[config.mk]
export PLATFORM = sky130hd
export DESIGN_NAME = dpc_queue
export DESIGN_NICKNAME = d
export VERILOG_FILES = /design/src/rtl/core/dpc_pkg.sv /design/src/rtl/core/dpc_queue.sv
export SDC_FILE = /design/constraint.sdc
export NUM_CORES = 1
export LEC_CHECK = 0
export BUFFER_PORTS_ARGS = -buffer_cell sky130_fd_sc_hd__buf_2
export CAP_MARGIN = 15
export CORE_MARGIN = 2
export CORE_UTILIZATION = 54
export DETAILED_ROUTE_END_ITERATION = 10
export PLACE_DENSITY = 0.82
export SLEW_MARGIN = 20
export SYNTH_ARGS = -nofsm -noshare
export SYNTH_HDL_FRONTEND = slang
export SYNTH_SLANG_ARGS = --single-unit
[constraint.sdc]
create_clock -name clock -period 2.3 [get_ports clock]
set_clock_uncertainty 0.05 [all_clocks]
set_input_delay 0.23 -clock clock [delete_from_list [all_inputs] [get_ports clock]]
set_output_delay 0.23 -clock clock [all_outputs]
set_load 0.05 [all_outputs]
[src/rtl/core/dpc_pkg.sv]
`default_nettype none

package dpc_pkg;

   localparam int BIN_W      = 11;
   localparam int MAXBIN_W   = 12;
   localparam int OFFSET_W   = 16;
   localparam int CSR_ADDR_W = 2;
   localparam int CSR_DATA_W = 16;
   localparam int COLOR_W    = 8;
   localparam int LOG_W      = 20;   // log2 in Q16, integer part up to 10
   localparam int MANT_W     = 31;   // normalised mantissa, Q30
   localparam int STEP_W     = 4;    // fraction bit counter
   localparam int RSP_BITS   = BIN_W + 3 * COLOR_W;
   localparam int RSP_DATA_W = ((RSP_BITS + 7) / 8) * 8;

   localparam logic [CSR_ADDR_W-1:0] CSR_MIN_BIN     = 2'd0;
   localparam logic [CSR_ADDR_W-1:0] CSR_MAX_BIN     = 2'd1;
   localparam logic [CSR_ADDR_W-1:0] CSR_STEREO      = 2'd2;
   localparam logic [CSR_ADDR_W-1:0] CSR_NOTE_OFFSET = 2'd3;

   typedef struct packed {
      logic [BIN_W-1:0]           min_bin;
      logic [MAXBIN_W-1:0]        max_bin;
      logic                       stereo;
      logic signed [OFFSET_W-1:0] note_offset;
   } cfg_type;

   typedef enum logic [2:0] {
      BK_IDLE,
      BK_LOG,
      BK_PITCH,
      BK_MOD,
      BK_COLOR
   } back_state_type;

endpackage

`default_nettype wire

[src/rtl/core/dpc_queue.sv]
`default_nettype none

module dpc_queue (
   input  wire logic                      clock,
   input  wire logic                      reset,
   input  wire logic                      push,
   input  wire logic [dpc_pkg::BIN_W-1:0] push_bin,
   output logic                           full,
   input  wire logic                      pop,
   output logic                           q_valid,
   output logic [dpc_pkg::BIN_W-1:0]      q_bin
);
   import dpc_pkg::*;

   logic [BIN_W-1:0] mem_ff [2];
   logic             wr_ptr_ff, rd_ptr_ff;
   logic [1:0]       count_ff;

   assign full    = (count_ff == 2'd2);
   assign q_valid = (count_ff != 2'd0);
   assign q_bin   = mem_ff[rd_ptr_ff];

   always_ff @(posedge clock) begin
      if (push) begin
         mem_ff[wr_ptr_ff] <= push_bin;
      end
   end

   always_ff @(posedge clock) begin
      if (reset) begin
         wr_ptr_ff <= 1'b0;
         rd_ptr_ff <= 1'b0;
         count_ff  <= 2'd0;
      end else begin
         if (push) wr_ptr_ff <= !wr_ptr_ff;
         if (pop)  rd_ptr_ff <= !rd_ptr_ff;
         count_ff <= count_ff + 2'(push) - 2'(pop);
      end
   end

endmodule

`default_nettype wire

[Word level (Yosys, flattened, before mapping)]
Memories as Yosys holds them, arrays and structs flattened. A register that Yosys moved wholly into a read port is not among the register bits.
Cells that the tools add are included.
Storage, ports and cells
  bits in registers: 4
  input port bits: 15
  word-level logic and storage cells: 14
  memories kept: 1
  memory bits (writable): 22
  output and inout port bits: 13
  bits in read-only memories: 0
  bits in latches: 0
Memory list
  mem_ff: words 2, bits a word 11, rd ports 1, clocked after Yosys merged registers in 1, wr ports 1, line dpc_queue.sv:15  | logic [BIN_W-1:0] mem_ff [2];
Operators by class
  bitwise gates (word level): 0
  div/mod/pow operators: 0
  equal/unequal tests: 1
  multiplexer cells: 4
  add/subtract/negate cells: 2
  reduce and logical (&&, ||, !) cells: 3
  shift-type cells: 0
  multiply operators: 0
  $lt $le $gt $ge: 0
Operator list (number)
  two-way mux 1 bit: 4
  adder 2 x 1 -> 2 bit: 1
  equality test 2 bit (second input constant): 1
  zero test 1 bit: 2
  nonzero test 2 bit: 1
  subtractor 2 x 1 -> 2 bit: 1

[Logic depth before layout (Yosys ltp)]
Gate-level depths: netlist of run 1.
  word-level depth: 3
  mapped depth: 6
  gate-level depth less buffers: 6

[Worst setup path before layout of run 1]
Ideal clock, no wire load.
  kind: register to output
  start: register count_ff[1]
  end: output port full
  path buffers: 0
  path slack: 0.960 ns
  stages on the path, launching flop included: 2
  data arrival time: 1.060 ns
  data required time: 2.020 ns
  cell sequence: dfxtp_1 -> nor2b_1
Between the ends
  cells in the longest elaborated chain, start to end: 1
Ends and longest elaborated chain
  from (decl): line dpc_queue.sv:17  | logic [1:0] count_ff;
  from (signal assigned): line dpc_queue.sv:37  | count_ff <= count_ff + 2'(push) - 2'(pop);
  equality test 2 bit: line dpc_queue.sv:19  | assign full = (count_ff == 2'd2);
  to (decl): line dpc_queue.sv:8  | output logic full,
No other way between the ends.

==> results.md, run 1 <==
- Post-Syn Area: 1050 um^2
- Leak: 0.515 nW
- Final net count: 104
- Reg2reg start: count_ff[0]
- X dimension of the die: 48.1 um
- Die Span Y: 48.1 um
- Worst reg2reg path endpoint: count_ff[1]
- Worst-skew pair later-pin latency: 0.32 ns
- Synth warn: 0
- Clock buffer depth: 2
- CTS Hold Bufs: 0
- Worst Reg-to-Reg Cells: 6
- Worst Path Buf+Inv: 1
- CTS buffer count: 3
- Top-area cell type share of the netlist area: 0.628
- Layout cell share with drive strength beyond 1: 0.488
- WS Path Type: register to output port
- Via count: 523
- N_diodes: 0
- WL final: 1550 um
- Pwr per Cell Area: 846 nW/um^2
- Setup violators final: 0
- Number of max-cap violations: 0
- CP delay by family, top: flip-flops
- 1st-pass router iterations: 4
- Post-CTS Resized: 0
- WL/cell: 14.0 um
- Iteration-0 DRC Markers: 3
- H-tree levels: 1
- Status: complete, no violations
- Pin count of the biggest net entering global routing: 17
- Synth area leader: edfxtp_1
- Drt drc: 0
- Initial core utilization: 0.590
- Final Hold Fails: 0
- RD Place Congestion: 0.636
- Total clock sinks: 27
- Register area share after synthesis: 0.723
- CP required: 2.02 ns
- Initial antenna violation count: 0
- Worst setup EP type: output port
- Worst-Margin Slew: 0.628 ns
- Relative slew slack: 0.581
- Die area: 2320 um^2
- Hold depth: 1
- Io pins: 28
- Post-synth cell types: 13
- Ranking of synthesized cells by area: edfxtp_1 (63%), mux2_4 (14%), dfxtp_1 (9.5%), ha_1 (2.4%), xnor3_1 (2.1%)
- Crit path cell chain: mux2_1 -> buf_2
- CP arrival: 1.69 ns
- I/O Buffers: 27
- Setup TNS: 0 ns
- Synth Net Count: 72
- Final Power: 1.05 mW
- Postcts setup bufs: 0
- Seq cells post-synth: 27
- Synth Instances: 55
- Max-slew violations: 0
- Startpoint Class: register
- HPWL after detailed placement: 1140 um
- Vias in the first global route: 499
- CTS tree: done
- Fmax: 508 MHz
- Core Box Area: 1780 um^2
- RSZ-0062 raised after global routing: false
- Grt total ovfl: 0
- Hold path start: push_bin[10]
- Via density: 4.71
- Final min period: 1.97 ns
- P&R area growth vs syn: 18.3%
- Crit path max fanout: 11
- Syn Area/Cell: 19.1 um^2
- GRT Overall Usage: 0.154
- Critical-path top delay cell: dfxtp_1
- Worst IR Drop VDD: 0.000486 V
- Cell row count: 15
- Final period utilization: 0.856
- CTS Root Cell: clkbuf_4
- Detail Route Antenna Nets: 0
- Hold Crit Class: primary input to register
- Worst-path clk slew: 0.15 ns
- Reg-to-reg slack, setup: 0.85 ns
- Critical path's largest stage delay: 0.75 ns
- First-pass GRT wire length: 2190 um
- Worst Hold End: mem_ff[1][10]
==> report_power, final <==
part	internal (mW)	switching, mW	total, mW
Sequential	0.568	0.0244	0.593
Clock	0.0666	0.138	0.205
Combinational	0.0942	0.161	0.255
==> per-layer routing <==
metal	GRT usage	vias up	wire length (um)
met2	0.253	22	792
li1	-	261	-
met4	0.114	0	42
met5	0	-	0
met1	0.170	235	626
met3	0.0407	5	87
==> Yosys cell counts <==
library cell and count:
buf_6 1, mux2_1 1, xnor2_1 2, inv_1 2, dfxtp_1 5, nor2b_1 3, or2_1 1, xnor3_1 1
edfxtp_1 22, nor2_1 4, and2_1 1, ha_1 2, mux2_4 10
==> metrics by stage <==
step	cells	hold WS [ns]	worst slack [ns]	instance area [um^2]	util
3_5_place_dp	107	0.373	0.700	1210	0.681
2_1_floorplan	55	0.252	0.960	1050	-
6_report	111	0.0264	0.331	1240	0.698
4_1_cts	111	0.0185	0.296	1240	0.698
3_3_place_gp	107	0.368	0.707	1210	0.681
5_1_grt	111	0.0112	0.244	1240	0.698
==> placed cells by master, fill, tap and decap left out, types with 2 or more instances in the layout <==
cell type	n
nor2b_1	3
ha_1	2
mux2_4	10
inv_1	2
clkbuf_4	3
edfxtp_1	22
dfxtp_1	5
xnor2_1	2
nor2_1	4
buf_2	27
==> cell families (layout without fill, tap and decap cells) <==
family                   after synthesis  after routing  synth area share
AND/OR/NAND/NOR                        9              9            0.0440
adder cells (fa/ha/maj)                2              2            0.0238
multiplexers                          11             11             0.153
XOR/XNOR                               3              3            0.0381
buffers and inverters                  3             34            0.0178
flip-flops                            27             27             0.723
==> final cells by class <==
cell class / instances / area [um^2]
sequential: 27 / 761
fill: 140 / 538
multi-input combinational: 25 / 273
timing repair buffer: 28 / 143
tap: 25 / 31.3
clock buffer: 3 / 22.5
clock inverter: 1 / 7.51
inverter: 2 / 7.51
==> flip-flops by register name (all words and copies together) (netlist names), named ones only <==
register / cells
wr_ptr_ff: 1
rd_ptr_ff: 1
mem_ff: 22
count_ff: 2
==> how the worst max path moves through the flow <==
| stage | cells past startpoint | slack (ns) | end | from |
|---|---|---|---|---|
| floorplan | 1 | 0.96 | full | count_ff[1] |
| global placement | 2 | 0.71 | q_bin[10] | register |
| detailed placement | 2 | 0.70 | q_bin[10] | register |
| CTS | 2 | 0.30 | q_bin[10] | register |
| global route | 2 | 0.24 | q_bin[10] | register |
| finish | 2 | 0.33 | q_bin[10] | register |
==> worst register-to-register path: cells and delay by family, from the launching register on <==
family                   cells  cell delay, ns
adder cells (fa/ha/maj)      2            0.40
buffers and inverters        2            0.11
AND/OR/NAND/NOR              1            0.09
XOR/XNOR                     1            0.38
flip-flops                   1            0.38
No activity file was read; power rests on OpenSTA's default activity.
==> inputs of run 2 (changes only) <==
--- a/config.mk
+++ b/config.mk
@@ -8,9 +8,9 @@
 export BUFFER_PORTS_ARGS = -buffer_cell sky130_fd_sc_hd__buf_2
 export CAP_MARGIN = 15
 export CORE_MARGIN = 2
-export CORE_UTILIZATION = 54
+export CORE_UTILIZATION = 43
 export DETAILED_ROUTE_END_ITERATION = 10
-export PLACE_DENSITY = 0.82
+export PLACE_DENSITY = 0.67
 export SLEW_MARGIN = 20
 export SYNTH_ARGS = -nofsm -noshare
 export SYNTH_HDL_FRONTEND = slang
==> results.md, run 2 (synthesized netlist as in run 1, its figures left out) <==
- Status: complete, no violations
- First-pass GRT wire length: 2070 um
- Worst-Margin Slew: 0.536 ns
- WL/cell: 11.6 um
- Reg2reg start: count_ff[0]
- Worst reg2reg path endpoint: count_ff[1]
- Hold path start: push_bin[5]
- Initial antenna violation count: 0
- Via density: 4.50
- N_diodes: 0
- Worst Hold End: mem_ff[1][5]
- CTS buffer count: 3
- Fmax: 533 MHz
- Detail Route Antenna Nets: 0
- Cell row count: 17
- GRT Overall Usage: 0.107
- Final Hold Fails: 0
- Setup violators final: 0
- Commonest non-fill, non-tap cells in the layout: buf_2 (27), edfxtp_1 (22), mux2_4 (10)
- Number of max-cap violations: 0
- Clock buffer depth: 2
- CP arrival: 1.59 ns
- Largest Register: mem_ff
- Most common cell after layout, fill and taps aside: buf_2
- CTS tree: done
- Grt total ovfl: 0
- CTS Root Cell: clkbuf_4
- Hold depth: 1
- Reg-to-reg slack, setup: 0.85 ns
- Io pins: 28
- P&R area growth vs syn: 19.0%
- H-tree levels: 1
- Via count: 517
- Max reg flops: 22
- CP required: 2.02 ns
- Leak: 0.521 nW
- Final Power: 1.03 mW
- Pwr per Cell Area: 825 nW/um^2
- Worst-path clk slew: 0.13 ns
- Setup TNS: 0 ns
- X dimension of the die: 53.5 um
- Drt drc: 0
- Startpoint Class: register
- Final min period: 1.87 ns
- Vias in the first global route: 477
- Hold Crit Class: primary input to register
- Worst Reg-to-Reg Cells: 6
- Postcts setup bufs: 0
- Pin count of the biggest net entering global routing: 15
- 1st-pass router iterations: 2
- Max-slew violations: 0
- RSZ-0062 raised after global routing: false
- Relative slew slack: 0.643
- Die Span Y: 53.5 um
- Layout cell share with drive strength beyond 1: 0.483
- Core Box Area: 2250 um^2
- Largest regs: mem_ff (22), count_ff (2)
- Worst-skew pair later-pin latency: 0.30 ns
- WS Path Type: register to output port
- Die area: 2860 um^2
- I/O Buffers: 27
- Final net count: 105
- Total clock sinks: 27
- Hold slack: 0.0538 ns
- Iteration-0 DRC Markers: 3
- Post-CTS Resized: 0
- Final period utilization: 0.815
- CTS Hold Bufs: 0
- RD Place Congestion: 0.706
- Worst setup EP type: output port
- Worst IR Drop VDD: 0.000440 V
- Initial core utilization: 0.467
- WL final: 1330 um
- Crit path max fanout: 6
## run 2: worst max path at each step
stage	from	endpoint	depth (start not counted)	slack, ns
after floorplan	count_ff[1]	full	1	0.96
after global placement	register	q_bin[3]	3	0.78
after detailed placement	register	q_bin[6]	3	0.75
after CTS	register	q_bin[6]	3	0.40
after global routing	register	q_bin[6]	3	0.33
final	register	q_bin[6]	3	0.43
## run 2: worst max-delay path, stage by stage (launching register included)
cell     delay [ns]
dfxtp_1        0.53
buf_4          0.24
mux2_4         0.31
buf_2          0.21
## run 2: where the power goes
group	switching, mW	total [mW]	internal [mW]
registers	0.0179	0.586	0.568
logic	0.165	0.261	0.0962
clock network	0.119	0.186	0.0675
## run 2: area by class of cell
type                       count  area [um^2]
fill                         195         1000
sequential                    27          761
multi-input combinational     25          273
timing repair buffer          29          150
tap                           28         35.0
clock buffer                   4         26.3
inverter                       2         7.51
## run 2: per-stage QoR
step	instance area [um^2]	util	worst slack [ns]	std cells
2_1_floorplan	1050	-	0.960	55
3_3_place_gp	1230	0.544	0.777	111
3_5_place_dp	1230	0.544	0.754	111
4_1_cts	1250	0.555	0.398	115
5_1_grt	1250	0.555	0.329	115
6_report	1250	0.555	0.425	115
## run 2: layer usage
metal  vias to the layer above  GRT usage  part of all wire
li1                        262          -                 -
met1                       239      0.142              0.44
met2                        16      0.171              0.51
met3                         0     0.0254             0.051
met4                         0     0.0385                 0
met5                         -          0                 0
