[src/rtl/core/dpc_pkg.sv]
`default_nettype none

package dpc_pkg;

   localparam int BIN_W      = 11;
   localparam int MAXBIN_W   = 12;
   localparam int OFFSET_W   = 16;
   localparam int CSR_ADDR_W = 2;
   localparam int CSR_DATA_W = 16;
   localparam int COLOR_W    = 8;
   localparam int LOG_W      = 20;   // log2 in Q16, integer part up to 10
   localparam int MANT_W     = 31;   // normalised mantissa, Q30
   localparam int STEP_W     = 4;    // fraction bit counter
   localparam int RSP_BITS   = BIN_W + 3 * COLOR_W;
   localparam int RSP_DATA_W = ((RSP_BITS + 7) / 8) * 8;

   localparam logic [CSR_ADDR_W-1:0] CSR_MIN_BIN     = 2'd0;
   localparam logic [CSR_ADDR_W-1:0] CSR_MAX_BIN     = 2'd1;
   localparam logic [CSR_ADDR_W-1:0] CSR_STEREO      = 2'd2;
   localparam logic [CSR_ADDR_W-1:0] CSR_NOTE_OFFSET = 2'd3;

   typedef struct packed {
      logic [BIN_W-1:0]           min_bin;
      logic [MAXBIN_W-1:0]        max_bin;
      logic                       stereo;
      logic signed [OFFSET_W-1:0] note_offset;
   } cfg_type;

   typedef enum logic [2:0] {
      BK_IDLE,
      BK_LOG,
      BK_PITCH,
      BK_MOD,
      BK_COLOR
   } back_state_type;

endpackage

`default_nettype wire

[src/rtl/core/dpc_back.sv]
`default_nettype none

module dpc_back (
   input  wire logic                      clock,
   input  wire logic                      reset,
   input  wire dpc_pkg::cfg_type          cfg,
   input  wire logic                      q_valid,
   input  wire logic [dpc_pkg::BIN_W-1:0] q_bin,
   output logic                           pop,
   output logic                           out_valid,
   input  wire logic                      out_ready,
   output logic [dpc_pkg::RSP_DATA_W-1:0] out_data
);
   import dpc_pkg::*;

   back_state_type       state_ff, state_in;
   logic                 load_out;

   logic [BIN_W-1:0]     bin_ff;
   logic [MANT_W-1:0]    m_ff;
   logic [LOG_W-1:0]     r_ff;
   logic [STEP_W-1:0]    cnt_ff;
   logic signed [17:0]   pitch_ff;
   logic [11:0]          s_ff;
   logic                 out_valid_ff;
   logic [RSP_DATA_W-1:0] out_data_ff;

   // normalisation of the popped bin
   logic [3:0]           e;
   logic [40:0]          m_wide;
   // one squaring step
   logic [61:0]          prod;
   logic [31:0]          sq;
   // pitch
   logic [23:0]          r12;
   logic [15:0]          p12;
   logic signed [17:0]   pitch_in;
   // modulo 3072 as (pitch >> 10) mod 3, low bits kept
   logic [7:0]           v3;
   logic [3:0]           dsum;
   logic [2:0]           bsum;
   logic [1:0]           rem3;
   // colour
   logic [10:0]          x_r, x_g, x_b, x_m;
   logic [COLOR_W-1:0]   c_r, c_g, c_b;

   function automatic logic [10:0] saw_period(input logic [11:0] s,
                                              input logic [11:0] k);
      logic signed [12:0] v;
      logic [11:0]        m;
      logic [11:0]        n;
      begin
         v = $signed({1'b0, s}) - $signed({1'b0, k});
         m = (v < 0) ? 12'(v + 13'sd3072) : 12'(v);
         n = 12'd3072 - m;
         saw_period = (m < n) ? m[10:0] : n[10:0];
      end
   endfunction

   function automatic logic [10:0] saw_third(input logic [11:0] s);
      logic [11:0] v;
      logic [10:0] m;
      logic [10:0] n;
      begin
         v = s - 12'd512;
         m = {1'b0, v[9:0]};
         n = 11'd1024 - m;
         saw_third = (m < n) ? m : n;
      end
   endfunction

   function automatic logic [COLOR_W-1:0] to_byte(input logic [10:0] x,
                                                  input logic [10:0] mn);
      logic signed [11:0] d;
      logic signed [21:0] t;
      begin
         d = $signed({1'b0, x}) - $signed({1'b0, mn});
         t = ($signed(22'(d)) <<< 8) - 22'(d) + 22'sd512;
         if (t < 0) begin
            to_byte = '0;
         end else if (t[21:10] > 12'd255) begin
            to_byte = '1;
         end else begin
            to_byte = t[17:10];
         end
      end
   endfunction

   always_comb begin
      e = 4'd0;
      for (int i = 1; i < BIN_W; i++) begin
         if (q_bin[i]) e = 4'(i);
      end
   end
   assign m_wide = {q_bin, 30'b0} >> e;

   assign prod = m_ff * m_ff;
   assign sq   = prod[61:30];

   assign r12      = ({4'b0, r_ff} << 3) + ({4'b0, r_ff} << 2) + 24'd128;
   assign p12      = r12[23:8];
   assign pitch_in = $signed({2'b0, p12}) + 18'(cfg.note_offset);

   assign v3   = 8'(pitch_ff >>> 10) + 8'd96;
   assign dsum = 4'(v3[1:0]) + 4'(v3[3:2]) + 4'(v3[5:4]) + 4'(v3[7:6]);
   assign bsum = 3'(dsum[1:0]) + 3'(dsum[3:2]);
   always_comb begin
      priority if (bsum >= 3'd6) begin
         rem3 = 2'(bsum - 3'd6);
      end else if (bsum >= 3'd3) begin
         rem3 = 2'(bsum - 3'd3);
      end else begin
         rem3 = bsum[1:0];
      end
   end

   assign x_r = saw_period(s_ff, 12'd1536);
   assign x_g = saw_period(s_ff, 12'd2560);
   assign x_b = saw_period(s_ff, 12'd512);
   assign x_m = saw_third(s_ff);
   assign c_r = to_byte(x_r, x_m);
   assign c_g = to_byte(x_g, x_m);
   assign c_b = to_byte(x_b, x_m);

   // next state
   always_comb begin
      state_in = state_ff;
      unique case (state_ff)
         BK_IDLE:  if (q_valid) state_in = BK_LOG;
         BK_LOG:   if (cnt_ff == '0) state_in = BK_PITCH;
         BK_PITCH: state_in = BK_MOD;
         BK_MOD:   state_in = BK_COLOR;
         BK_COLOR: if (!out_valid_ff || out_ready) state_in = BK_IDLE;
         default:  state_in = BK_IDLE;
      endcase
   end

   // outputs of the sequencer
   always_comb begin
      pop      = 1'b0;
      load_out = 1'b0;
      unique case (state_ff)
         BK_IDLE:  pop = q_valid;
         BK_COLOR: load_out = !out_valid_ff || out_ready;
         default:  ;
      endcase
   end

   always_ff @(posedge clock) begin
      if (reset) begin
         state_ff <= BK_IDLE;
      end else begin
         state_ff <= state_in;
      end
   end

   always_ff @(posedge clock) begin
      unique case (state_ff)
         BK_IDLE: begin
            bin_ff <= q_bin;
            m_ff   <= m_wide[MANT_W-1:0];
            r_ff   <= {e, 16'b0};
            cnt_ff <= '1;
         end
         BK_LOG: begin
            if (sq[31]) begin
               r_ff <= r_ff | (LOG_W'(1) << cnt_ff);
               m_ff <= sq[31:1];
            end else begin
               m_ff <= sq[30:0];
            end
            cnt_ff <= cnt_ff - 1'b1;
         end
         BK_PITCH: pitch_ff <= pitch_in;
         BK_MOD:   s_ff <= {rem3, pitch_ff[9:0]};
         default:  ;
      endcase
   end

   always_ff @(posedge clock) begin
      if (reset) begin
         out_valid_ff <= 1'b0;
      end else if (load_out) begin
         out_valid_ff <= 1'b1;
      end else if (out_ready) begin
         out_valid_ff <= 1'b0;
      end
   end

   always_ff @(posedge clock) begin
      if (load_out) begin
         out_data_ff <= RSP_DATA_W'({c_b, c_g, c_r, bin_ff});
      end
   end

   assign out_valid = out_valid_ff;
   assign out_data  = out_data_ff;

endmodule

`default_nettype wire

[config.mk]
export PLATFORM = sky130hd
export DESIGN_NAME = dpc_back
export DESIGN_NICKNAME = d
export VERILOG_FILES = /design/src/rtl/core/dpc_pkg.sv /design/src/rtl/core/dpc_back.sv
export SDC_FILE = /design/constraint.sdc
export NUM_CORES = 2
export LEC_CHECK = 0
export BUFFER_PORTS_ARGS = -buffer_cell sky130_fd_sc_hd__clkbuf_2
export CAP_MARGIN = 20
export CORE_ASPECT_RATIO = 1.75
export CORE_MARGIN = 5
export CORE_UTILIZATION = 40
export CTS_BUF_LIST = sky130_fd_sc_hd__clkbuf_16
export DETAILED_ROUTE_END_ITERATION = 10
export PLACE_DENSITY = 0.67
export SYNTH_ARGS = -nofsm -noshare
export SYNTH_HDL_FRONTEND = slang
export SYNTH_SLANG_ARGS = --single-unit
[constraint.sdc]
create_clock -name clock -period 8 [get_ports clock]
set_clock_uncertainty 0.05 [all_clocks]
set_input_delay 1.2 -clock clock [delete_from_list [all_inputs] [get_ports clock]]
set_output_delay 1.2 -clock clock [all_outputs]
set_load 0.05 [all_outputs]
* Yosys cells after proc, flatten, opt, wreduce, memory -nomap -nowiden
Cells that the tools add are included.
** Cells by class
- $lt $le $gt $ge :: 15
- Shift-type cells :: 2
- Add/sub/neg operators :: 31
- Muxes and demuxes :: 35
- Equality and inequality tests :: 8
- Multiply operators :: 1
- Bitwise logic cells :: 1
- Divide/modulo/power cells :: 0
- Reductions and logical operators :: 8
** Operators with widths (number)
- adder 21 x 11 -> 22 bit, second input constant :: 3
- less-than comparator 22 x 1 -> 1 bit, second input constant :: 3
- subtractor 20 x 12 -> 21 bit :: 3
- multiplier 31 x 31 -> 62 bit :: 1
- case mux 31 bit (2 select lines) :: 1
- 2-to-1 mux 11 bit :: 4
- right shift 41 x 4 -> 31 bit :: 1
- case mux 20 bit (2 select lines) :: 1
- less-than comparator 13 x 1 -> 1 bit, second input constant :: 3
- adder 12 x 11 -> 12 bit, second input constant :: 3
- > comparator 12 x 8 -> 1 bit, second input constant :: 3
- less-than comparator 12 bit :: 3
- 2-to-1 mux 12 bit :: 3
- subtractor 11 x 11 -> 12 bit :: 3
- subtractor 12 bit, first input constant :: 3
- 2-to-1 mux 31 bit :: 1
- adder 23 x 22 -> 24 bit :: 1
- adder 24 x 8 -> 24 bit, second input constant :: 1
- 2-to-1 mux 8 bit :: 3
- 2-to-1 mux 3 bit :: 7
- 2-to-1 mux 20 bit :: 1
- OR 20 bit :: 1
- left shift 1 x 4 -> 20 bit, first input constant :: 1
- adder 17 x 16 -> 18 bit :: 1
- 30 further kinds :: 46
** Storage, ports and cells
- Flip-flop bits (word level) :: 135
- Memory bits (writable) :: 0
- Output and inout bits :: 42
- Input port bits :: 55
- Bits in latches :: 0
- Memories :: 0
- Memory bits (read-only) :: 0
- Logic and storage cells :: 113

* Logic depth before layout (Yosys ltp)
- Depth in word-level cells :: 12
- Gate-level depth with buffers :: 39

* Worst setup path after synthesis
Ideal clock, no wire load.
- Path type :: register to register
- Start point :: reg s_ff[1]
- End point :: reg out_data_ff[33], in the netlist out_data[33], data pin
- Buffers on the path :: 3
- Period minus slack after synthesis :: 8689 ps
- Arrival time :: 8347 ps
- Library setup time :: 292 ps
- Setup slack :: -689 ps
- Stages on the path, launching flop included :: 38
- Cells stage by stage :: edfxtp_1 clkbuf_1 inv_1 ha_1 inv_1 or3_1 clkbuf_1 or3_1 ha_1 clkbuf_1 xnor2_1 nand3_1 o311ai_2 nand2_1 a31oi_2 mux2_2 ha_1 o21a_1 [... 2 more ...] a311oi_1 and2b_1 o21ai_0 a21boi_0 o21ai_0 nand2b_1 ha_1 ha_1 a21oi_1 nor2_1 nor2_1 nand2_1 a21o_1 nor3_1 a2111oi_4 or4_1 a221oi_4 a21oi_1
** On the way
- Word-level cells in the longest chain between the ends :: 11
- Elaborated cells on any way between the ends :: 17
** RTL lines
- start, declared :: RTL line dpc_back.sv:24 : logic [11:0] s_ff;
- start signal, assigned :: RTL line dpc_back.sv:175 : BK_MOD: s_ff <= {rem3, pitch_ff[9:0]};
- subtractor 12 x 10 -> 13 bit :: RTL line dpc_back.sv:53 : v = $signed({1'b0, s}) - $signed({1'b0, k});
- adder 12 x 11 -> 12 bit / less-than comparator 13 x 1 -> 1 bit (equally long branches) :: RTL line dpc_back.sv:54 : m = (v < 0) ? 12'(v + 13'sd3072) : 12'(v);
- 2-to-1 mux 12 bit :: RTL line dpc_back.sv:54
- subtractor 12 bit :: RTL line dpc_back.sv:55 : n = 12'd3072 - m;
- less-than comparator 12 bit :: RTL line dpc_back.sv:56 : saw_period = (m < n) ? m[10:0] : n[10:0];
- 2-to-1 mux 11 bit :: RTL line dpc_back.sv:56
- subtractor 11 x 11 -> 12 bit * :: RTL line dpc_back.sv:77 : d = $signed({1'b0, x}) - $signed({1'b0, mn});
- subtractor 20 x 12 -> 21 bit * :: RTL line dpc_back.sv:78 : t = ($signed(22'(d)) <<< 8) - 22'(d) + 22'sd512;
- adder 21 x 11 -> 22 bit * :: RTL line dpc_back.sv:78
- > comparator 12 x 8 -> 1 bit :: RTL line dpc_back.sv:81 : end else if (t[21:10] > 12'd255) begin
- 2-to-1 mux 8 bit :: RTL line dpc_back.sv:81
- end signal, assigned :: RTL line dpc_back.sv:192 : out_data_ff <= RSP_DATA_W'({c_b, c_g, c_r, bin_ff});
- end, declared :: RTL line dpc_back.sv:26 : logic [RSP_DATA_W-1:0] out_data_ff;
Mark *: on every way between the ends. The rest lies on a longest branch, timed or not.
A chain may end at the register's enable or synchronous reset.

* Final worst setup path
- Start point :: reg m_ff[7]
- End point :: reg m_ff[20], data pin
** On the way
- Word-level cells in the longest chain between the ends :: 3
** RTL lines
- start, declared :: RTL line dpc_back.sv:20 : logic [MANT_W-1:0] m_ff;
- start signal, assigned :: RTL line dpc_back.sv:161 : m_ff <= m_wide[MANT_W-1:0];
- start signal, assigned :: RTL line dpc_back.sv:168 : m_ff <= sq[31:1];
- start signal, assigned :: RTL line dpc_back.sv:170 : m_ff <= sq[30:0];
- multiplier 31 x 31 -> 62 bit :: RTL line dpc_back.sv:97 : assign prod = m_ff * m_ff;
- 2-to-1 mux 31 bit :: RTL line dpc_back.sv:166 : if (sq[31]) begin
- case mux 31 bit (2 select lines) :: RTL line dpc_back.sv:158 : unique case (state_ff)
Every way passes these cells.

==> flow_summary.yaml <==
critical_path:
  path_buf_inv: 12
  start_kind: "register"
  crit_start: "m_ff[7]"
  path_common_cell: "fa_1"
  critPathMaxFanout: 5
  rrSetupSlack_ns: -0.33
  arrival_ns: 8.51
  r2r.worst_path.cells: 32
  cp-end-kind: "register"
  rr_endpoint: "m_ff[20]"
  critPathRequiredTime_ns: 8.18
  critPathMaxStageDelay_ns: 0.60
  crit_cells: 32
  slowest_stage: "fa_2"
  path_delay_family: "adder cells"
  reg2reg_from: "m_ff[7]"
  cp-endpoint: "m_ff[20]"
  worstSetupPathType: "register to register"
timing:
  final.min_clock_period_ns: 8.33
  setup-tns-final_ns: -10.26
  worst_pin_slew_ns: 1.03
  fin_ws_ns: -0.333
  rsz0062_at_grt: "yes"
  hold_viol: 0
  setup_viol_count_final: 50
  timing.final.crit_share_pct: 104
  timing.fmax_ghz: 0.120
  drv_slew: 0
  relSlewSlack_pct: 31.0
  hold_ws_ns: 0.364
detailed_routing:
  vias: 29567
  drtIter0Drc: 1428
  wl_per_cell_um: 18.9
  via_per_inst: 5.18
  drcViolationCount: 0
  ant_nets: 0
  first_pass_iters: 8
  wirelength_um: 108000
logic_synthesis:
  syn_area_per_cell_um2: 9.42
  synth_area_um2: 37900
  synth.top_cell.area_share_pct: 39.9
  synth_fa_ha_area_share_pct: 53.7
  ys_seq_elements: 135
  synthTopCellsByCount: "inv_1, fa_1, ha_1, nand2_1, nor2_1"
  synth_cells: 4026
  synth_edf_count: 131
  ys_types: 91
  ys.flop_type: "edfxtp_1"
  synth_compound_gate_area_share_pct: 8.48
  yosys_warnings: 0
  synth_top_family_by_area: "adder cells"
  synth_xor_area_share_pct: 3.14
  synth.mux.area_fraction_pct: 1.23
  synthSimpleGateAreaFrac_pct: 11.7
  yosysTopAreaCell: "fa_1"
  synthTopCellsByArea: "fa_1, ha_1, edfxtp_1, inv_1, nand2_1"
  synth-seq-area-share_pct: 10.6
  yosysMostFrequentCell: "inv_1"
  synthArstFlopShare_pct: 0
outcome:
  status: "finished, violations left"
  violations: "setup timing"
floorplanning:
  dieArea_um2: 101000
  row_count: 149
  ios: 97
  core_area_um2: 94100
  initial_utilization_pct: 40.3
  die_h_um: 417
  die_x_um: 243
grt:
  grt_usage_pct: 21.3
  grt_pass1_vias: 32799
  antenna_found_initial: 5
  overflow: 0
  grt_pass1_wl_um: 169000
  grt_max_degree: 39
hold_path:
  min_from: "bin_ff[3]"
  hold_path_depth: 0
  hold_path.class: "register to register"
clocking:
  clkLatencyLatePin_ns: 0.49
  clock_sinks: 135
  cts_tree: "yes"
  cts_root_buf: "clkbuf_16"
  cts_buffers: 17
  htreeDepth: 4
  clkTransAtPathRegs_ns: 0.08
  clock_path_buffers: 2
layout:
  area_delta_synth_final_pct: 21.2
  layout-drive-gt1-share_pct: 21.1
  fin_nets: 5714
  stdcell_count: 5710
place:
  place_congestion: 0.941
  portBuffers: 67
  dp_hpwl_um: 91100
  dp.cells: 5581
job:
  maxCapViolations: 0
[final cells by class]
| cell class | instances | area (µm²) |
|---|---|---|
| fillers | 8516 | 48200 |
| clock buffers | 17 | 425 |
| multi-input cells | 2774 | 31300 |
| diodes | 4 | 10.0 |
| clock inverters | 15 | 185 |
| well taps | 1208 | 1510 |
| inverters | 990 | 3730 |
| repair buffers | 567 | 4810 |
| flip-flops and latches | 135 | 4010 |
[cells by family after synthesis]
| logic type | count (synthesis) |
|---|---|
| mux | 43 |
| xor+xnor | 136 |
| simple gates | 929 |
| flops | 135 |
| fa+ha+maj | 1174 |
| buf+inv | 1124 |
| compound gates | 483 |
| other cells | 2 |
[routing by layer]
layer  GRT usage, %  wire length [µm]  share of wire, %  up-vias
li1               -                 -                 -    13418
met1           19.6             32900                30    14766
met2           42.1             60700                56      914
met3           2.74              4310               4.0      465
met4           15.7             10000               9.3        4
met5              0                34             0.031        -
[worst min-delay path by stage]
stage	endpoint	slack, ns
after global routing	s_ff[9]	0.38
after floorplan	out_data[0]	0.35
after detailed placement	out_data[3]	0.36
after global placement	out_data[2]	0.35
final	out_data[3]	0.36
after CTS	out_data[3]	0.36
[stage by stage]
stage	cell area [µm²]	util (%)	setup WS, ns
final	46000	48.8	-0.333
after global routing	46000	48.8	-0.526
after CTS	44800	47.6	-0.223
after detailed placement	43000	45.6	-0.591
after global placement	43000	45.6	-0.611
after floorplan	38100	-	0.00256
[sequential cells by signal (all words and copies together) (netlist names)]
| signal | cells |
|---|---|
| out_data | 35 |
| m_ff | 31 |
| r_ff | 20 |
| pitch_ff | 18 |
| s_ff | 12 |
| bin_ff | 11 |
| cnt_ff | 4 |
| state_ff | 3 |
| out_valid | 1 |
[layout by cell type, fill, tap and decap left out, types with 16 or more instances in the layout]
cell	n
ha_4	31
mux2_2	17
inv_2	38
and2_1	178
nand2_4	19
fa_2	47
o21bai_1	25
nor3_1	32
ha_1	387
fa_1	709
nand3_1	26
a21o_1	45
buf_6	36
nand2_2	31
buf_4	414
nand2_1	297
a21oi_2	21
clkbuf_2	68
edfxtp_1	131
inv_1	946
o21ai_0	45
a21oi_1	140
o21a_1	38
xnor2_1	92
nor2_1	182
o211ai_1	16
nor2b_1	21
xor2_1	34
clkbuf_16	17
or2_2	16
buf_12	45
mux2i_1	19
[what timing repair did]
item,in CTS,in global routing
setup buffers,59,46
cloned,1,0
pin swaps,112,148
hold buffers,0,0
resized for setup,191,199
setup endpoints to repair,71,71
Power is not shown: default switching activity piles up to over one toggle a cycle in this logic, so the estimate is an artifact.
